## src/hdl/lgg_pkg.sv

```systemverilog
`timescale 1ns / 1ps
// ----------------------------------------------------------------------------
// lgg_pkg: shared types, codes and the B3/S23 cell rule
// Opcode names, the per-row control group and the next-state function used
// by every row cell of the grid.
// ----------------------------------------------------------------------------
package lgg_pkg;

    // Opcode field of an input beat
    localparam logic [1:0] OP_WRITE   = 2'd0;
    localparam logic [1:0] OP_READ    = 2'd1;
    localparam logic [1:0] OP_ADVANCE = 2'd2;

    // Payload widths fixed by the stream format
    localparam int OPCODE_W   = 2;
    localparam int ROW_IDX_W  = 5;
    localparam int ROW_DATA_W = 32;
    localparam int S_TDATA_W  = 40;

    // Control handed from the top level to one row cell
    typedef struct packed {
        logic wr_en;   // load the written row into this cell
        logic adv_en;  // step this row one generation
    } cell_ctl_t;

    // B3/S23: above/below are three columns c-1..c+1, mid[1] is the cell itself
    function automatic logic life_next(input logic [2:0] above,
                                       input logic [2:0] mid,
                                       input logic [2:0] below);
        logic [3:0] n;
        n = 4'(above[0]) + 4'(above[1]) + 4'(above[2])
          + 4'(mid[0])   + 4'(mid[2])
          + 4'(below[0]) + 4'(below[1]) + 4'(below[2]);
        return (n == 4'd3) || (mid[1] && (n == 4'd2));
    endfunction

endpackage

```

## src/hdl/lgg_row_cell.sv

```systemverilog
`timescale 1ns / 1ps
// ----------------------------------------------------------------------------
// lgg_row_cell: one grid row of the cell chain
// Holds one row of cells, shows it to the rows above and below, and on an
// advance computes its next generation from its own and the neighbour rows.
// ----------------------------------------------------------------------------
module lgg_row_cell #(
    parameter int COLUMNS = 32
) (
    input  logic                 aclk,
    input  logic                 aresetn,
    input  lgg_pkg::cell_ctl_t   ctl,
    input  logic [COLUMNS-1:0]   wr_row,     // row written by a write beat
    input  logic [COLUMNS-1:0]   above_row,  // neighbour row, zero at the top edge
    input  logic [COLUMNS-1:0]   below_row,  // neighbour row, zero at the bottom edge
    output logic [COLUMNS-1:0]   row_q
);
    import lgg_pkg::*;

    logic [COLUMNS-1:0] row_reg;
    logic [COLUMNS-1:0] row_next;
    logic [COLUMNS-1:0] gen_row;
    logic [COLUMNS+1:0] above_p;
    logic [COLUMNS+1:0] mid_p;
    logic [COLUMNS+1:0] below_p;

    // Dead cells pad both side edges
    assign above_p = {1'b0, above_row, 1'b0};
    assign mid_p   = {1'b0, row_reg,   1'b0};
    assign below_p = {1'b0, below_row, 1'b0};

    // Next generation, every column independent
    always_comb begin
        for (int c = 0; c < COLUMNS; c++) begin
            gen_row[c] = life_next(above_p[c +: 3], mid_p[c +: 3], below_p[c +: 3]);
        end
    end

    always_comb begin
        row_next = row_reg;
        if (ctl.adv_en) begin
            row_next = gen_row;
        end else if (ctl.wr_en) begin
            row_next = wr_row;
        end
    end

    always_ff @(posedge aclk) begin
        if (!aresetn) begin
            row_reg <= '0;
        end else begin
            row_reg <= row_next;
        end
    end

    assign row_q = row_reg;

endmodule
```

## config.mk

```make
export PLATFORM = sky130hd
export DESIGN_NAME = lgg_row_cell
export DESIGN_NICKNAME = d
export VERILOG_FILES = /design/src/hdl/lgg_pkg.sv /design/src/hdl/lgg_row_cell.sv
export SDC_FILE = /design/constraint.sdc
export NUM_CORES = 1
export LEC_CHECK = 0
export BUFFER_PORTS_ARGS = -buffer_cell sky130_fd_sc_hd__buf_2
export CAP_MARGIN = 20
export CORE_UTILIZATION = 24
export DETAILED_ROUTE_END_ITERATION = 7
export SETUP_SLACK_MARGIN = 0.15
export SYNTH_ARGS = -nofsm -noshare
export SYNTH_HDL_FRONTEND = slang
export SYNTH_SLANG_ARGS = --single-unit
```

## constraint.sdc

```tcl
create_clock -name aclk -period 3.4 [get_ports aclk]
set_clock_uncertainty 0.05 [all_clocks]
set_input_delay 0.51 -clock aclk [delete_from_list [all_inputs] [get_ports aclk]]
set_output_delay 0.51 -clock aclk [all_outputs]
set_load 0.02 [all_outputs]
```

[Word level (Yosys, flattened, before mapping)]
Index checks and enable logic that the tools add are counted.
Cells by class
  $add $sub $neg: 217
  reductions and logical operators: 65
  muxes and demuxes: 2
  equal/unequal tests: 64
Operators with widths (count)
  4-bit by 1-bit adder with 4-bit output: 124
  4-bit by 2-bit equality test with 1-bit output (second input constant): 64
  3-bit by 1-bit adder with 4-bit output: 31
  2-bit by 1-bit adder with 3-bit output: 31
  32-bit 2-to-1 mux: 2
  1-bit by 1-bit adder with 2-bit output: 31
  1-bit logical AND: 32
  1-bit logical OR: 32
  2-bit nonzero test: 1
Word-level totals
  bits of input ports: 100
  flip-flop bits (word level): 32
  word-level logic and storage cells: 349
  output and inout port bits: 32

[Logic depth before layout (Yosys ltp)]
  word-level depth: 11
  mapped depth: 11

[Least setup slack after synthesis]
OpenSTA, ideal clock, no wires.
  path type: input-to-reg
  from: input port above_row[10]
  to: register row_reg[11] (netlist: row_q[11])
  path buffers: 0
  arrival: 3.118 ns
  stages: 11
  setup slack: 0.114 ns
  data required time: 3.231 ns
  cell sequence: inv_1 fa_1 fa_1 fa_1 inv_1 ha_1 fa_1 nand2b_1 o2111ai_1 a21oi_1 o221a_2
On the way
  longest elaborated chain between the ends: 11
  elaborated cells on any way between the ends: 12
RTL lines
  from (decl): line lgg_row_cell.sv:14  | input logic [COLUMNS-1:0] above_row,
  1-bit by 1-bit adder with 2-bit output *: line lgg_pkg.sv:31  | n = 4'(above[0]) + 4'(above[1]) + 4'(above[2])
  2-bit by 1-bit adder with 3-bit output *: line lgg_pkg.sv:31
  3-bit by 1-bit adder with 4-bit output *: line lgg_pkg.sv:32  | + 4'(mid[0]) + 4'(mid[2])
  4-bit by 1-bit adder with 4-bit output *: line lgg_pkg.sv:32
  4-bit by 1-bit adder with 4-bit output * (3 in a row): line lgg_pkg.sv:33  | + 4'(below[0]) + 4'(below[1]) + 4'(below[2]);
  4-bit by 2-bit equality test with 1-bit output: line lgg_pkg.sv:34  | return (n == 4'd3) || (mid[1] && (n == 4'd2));
  1-bit logical AND: line lgg_pkg.sv:34
  1-bit logical OR *: line lgg_pkg.sv:34
  32-bit 2-to-1 mux *: line lgg_row_cell.sv:41  | if (ctl.adv_en) begin
  to (signal assigned): line lgg_row_cell.sv:52  | row_reg <= row_next;
  to (decl): line lgg_row_cell.sv:20  | logic [COLUMNS-1:0] row_reg;
Every way passes the cells marked *; elsewhere a longest branch is shown, timed or not.
A chain may end at the register's enable or synchronous reset.

[Worst setup path in the final report]
  from: input port below_row[6]
  to: register row_reg[7] (netlist: row_q[7])
On the way
  longest elaborated chain between the ends: 7
  elaborated cells on any way between the ends: 8
RTL lines
  from (decl): line lgg_row_cell.sv:15  | input logic [COLUMNS-1:0] below_row,
  4-bit by 1-bit adder with 4-bit output * (3 in a row): line lgg_pkg.sv:33
  4-bit by 2-bit equality test with 1-bit output: line lgg_pkg.sv:34
  1-bit logical AND: line lgg_pkg.sv:34
  1-bit logical OR *: line lgg_pkg.sv:34
  32-bit 2-to-1 mux *: line lgg_row_cell.sv:41
Marks and branches as above.

==> reports/results.ini <==
[outcome]
status=completed

[floorplanning]
fp-row-count=61
start_util=0.2446
ioPinCount=132
fp.dieArea_um2=28990
core-area_um2=27780
die_y_um=170.3
die-width_um=170.3

[sta]
hold_viol_final=0
min_period_over_period=0.9544
fin_crit_ps=3245
setup_violations=0
drv_slew=0
setup_tns_ps=0
relSlewSlack=0.3879
fin_hold_ws_ps=528.0
worstMarginPinSlew_ps=918.1
worst_slack_ps=155.0
rsz0062_at_grt=yes
fmax_ghz=0.3082

[synth]
synth_top_flop_cell=dfxtp_1
synth-xor-area-share=0
synth-simple-area-share=0.08065
synth_cell_types=24
synth-seq-cells=32
ys_async_sr_fraction=0
yosysMostFrequentCell=inv_1
syn_avg_cell_area_um2=9.233
synth_warnings=0
synth_cells=736
yosys.area.top_type=fa_1
synth_top_family_by_area=adder cells
ys_seq_area_frac=0.09427
synthMuxAreaShare=0
synth_edf_count=0
synth.cell_area_um2=6795
synthTopCellsByArea=fa_1 (37%), ha_1 (17%), inv_1 (14%)
synth_top_area_share=0.3653
synth-compound-area-share=0.1392
syn-num-nets=1052
yosys.area_share.adder=0.5347
netlist_top_cells_count=inv_1 (250), fa_1 (124), ha_1 (92), a21oi_1 (62), dfxtp_1 (32)

[setup_path]
crit_path_cell_trace=buf_6 -> clkinvlp_4 -> fa_1 -> fa_1 -> fa_1 -> inv_2 -> ha_4 -> fa_2 -> o2111ai_2 -> a21oi_2 -> o221a_2
crit_slowest_cell=fa_1
startpoint_type=input port
critPathKind=input port to flop
critPathBufInv=3
crit_arrival_ps=3440
max_stage_delay_ps=590
crit_family=adder cells
cp-end-kind=flop
path_common_cell=fa_1
cp_max_fo=2
required_ps=3590

[placed_design]
dp_hpwl_mm=15.09
dp_cells=1288
pre_cts_slack_ps=-176.0
place_area_um2=8354
port_buffers=131
place.gp.congestion=0.7961

[clock_network]
clkLatencyLatePin_ps=300
root_buffer=clkbuf_16
h-tree-depth=2
cts_buffer_depth=2
clk_pin_slew_ps=70
numCtsBuffers=5
cts_tree=done
cts.sinks=32

[grt]
track_usage=0.1325
grt_pass1_wl_mm=29.97
grt_start_max_net_pins=42
antenna_found_initial=2
grt-ovfl-total=0
grt_pass1_vias=6071

[final_layout]
largest_reg_flops=32
fin_cells=1301
fin_nets=1236
design_area_um2=8717
drive_above_1_share=0.3348
area_growth_syn_to_layout_pct=28.28
final_util=0.3138

[power_and_ir_drop]
switchingPower_mw=1.578
netSwitchingFraction=0.4588
ir_drop_uv=154.8
pwr-share-clk=0.156
power_density_nw_per_um2=394.6
internal-power_mw=1.862
p_seq_frac=0.143
pwr-share-comb=0.701
p_total_mw=3.440
cellLeakagePower_nw=4.488

[drt]
drc_errors=0
antenna_left=0
vias=5519
routedWlPerCell_um=13.93
totalWireLength_mm=18.12
viasPerCell=4.242
dr.pass1.iters=4
drt_iter0_markers=144

[min_path]
hold_class=flop to flop

[job]
maxCapViolCount=0

-- kinds of logic after synthesis --
logic type      after synthesis
buf+inv                     267
compound gates              127
simple gates                 94
fa+ha+maj                   216
flops                        32
-- power groups by stage --
stage	combinational (mW)	clock, mW	sequential, mW
4_1_cts	2.33	0.559	0.493
5_1_grt	2.86	0.567	0.503
3_3_place_gp	2.20	0	0.499
3_5_place_dp	2.31	0	0.501
6_report	2.41	0.536	0.492
2_1_floorplan	1.64	0	0.548
-- cell usage in the layout (no fill, tap or decap), drive strengths merged --
cell type,count
inv,245
diode,3
clkbuf,7
buf,194
clkinvlp,5
dfxtp,32
nand3b,29
nor2b,1
a211o,1
ha,92
o221ai,1
fa,124
nor3b,1
a221oi,1
a211oi,1
o2111ai,29
o21ai,2
o221a,30
nor2,2
nand2b,31
nand2,29
or2,1
a21oi,62
-- area by class of cell --
type | count | area (um^2)
Fill cell | 2980 | 19060
Multi-Input combinational cell | 437 | 5285
Timing Repair Buffer | 194 | 1186
Inverter | 250 | 972.2
Sequential cell | 32 | 640.6
Tap cell | 378 | 473.0
Clock buffer | 7 | 152.6
Antenna cell | 3 | 7.507
-- layer usage --
metal,wire length [um],vias to the layer above,track usage
met5,13,-,0
met4,311,2,0.03173
met3,806,22,0.02581
met2,9026,107,0.2363
met1,7966,2684,0.1628
li1,-,2704,-
-- path summary, 6_finish.rpt --
check                               from                      to  slack (ps)  cells after the start
setup / recovery            below_row[6]   row_q[7]$_SDFFE_PN0P_         150                     11
hold / removal    row_q[31]$_SDFFE_PN0P_  row_q[31]$_SDFFE_PN0P_         530                      2
hold reg to reg   row_q[31]$_SDFFE_PN0P_  row_q[31]$_SDFFE_PN0P_         530                      2
setup reg to reg  row_q[18]$_SDFFE_PN0P_  row_q[19]$_SDFFE_PN0P_         520                     10
-- worst min-delay path, stage by stage, from the launching register on --
cell and delay [ps]:
dfxtp_1 320, o21ai_0 150, a211oi_1 50
-- what timing repair did --
item | CTS | global route
setup buffers | 0 | 3
resized for setup | 0 | 80
hold buffers | 0 | 0
setup endpoints to repair | 1 | 28
pin swaps | 1 | 50
Power figures use the tool's default switching activity.
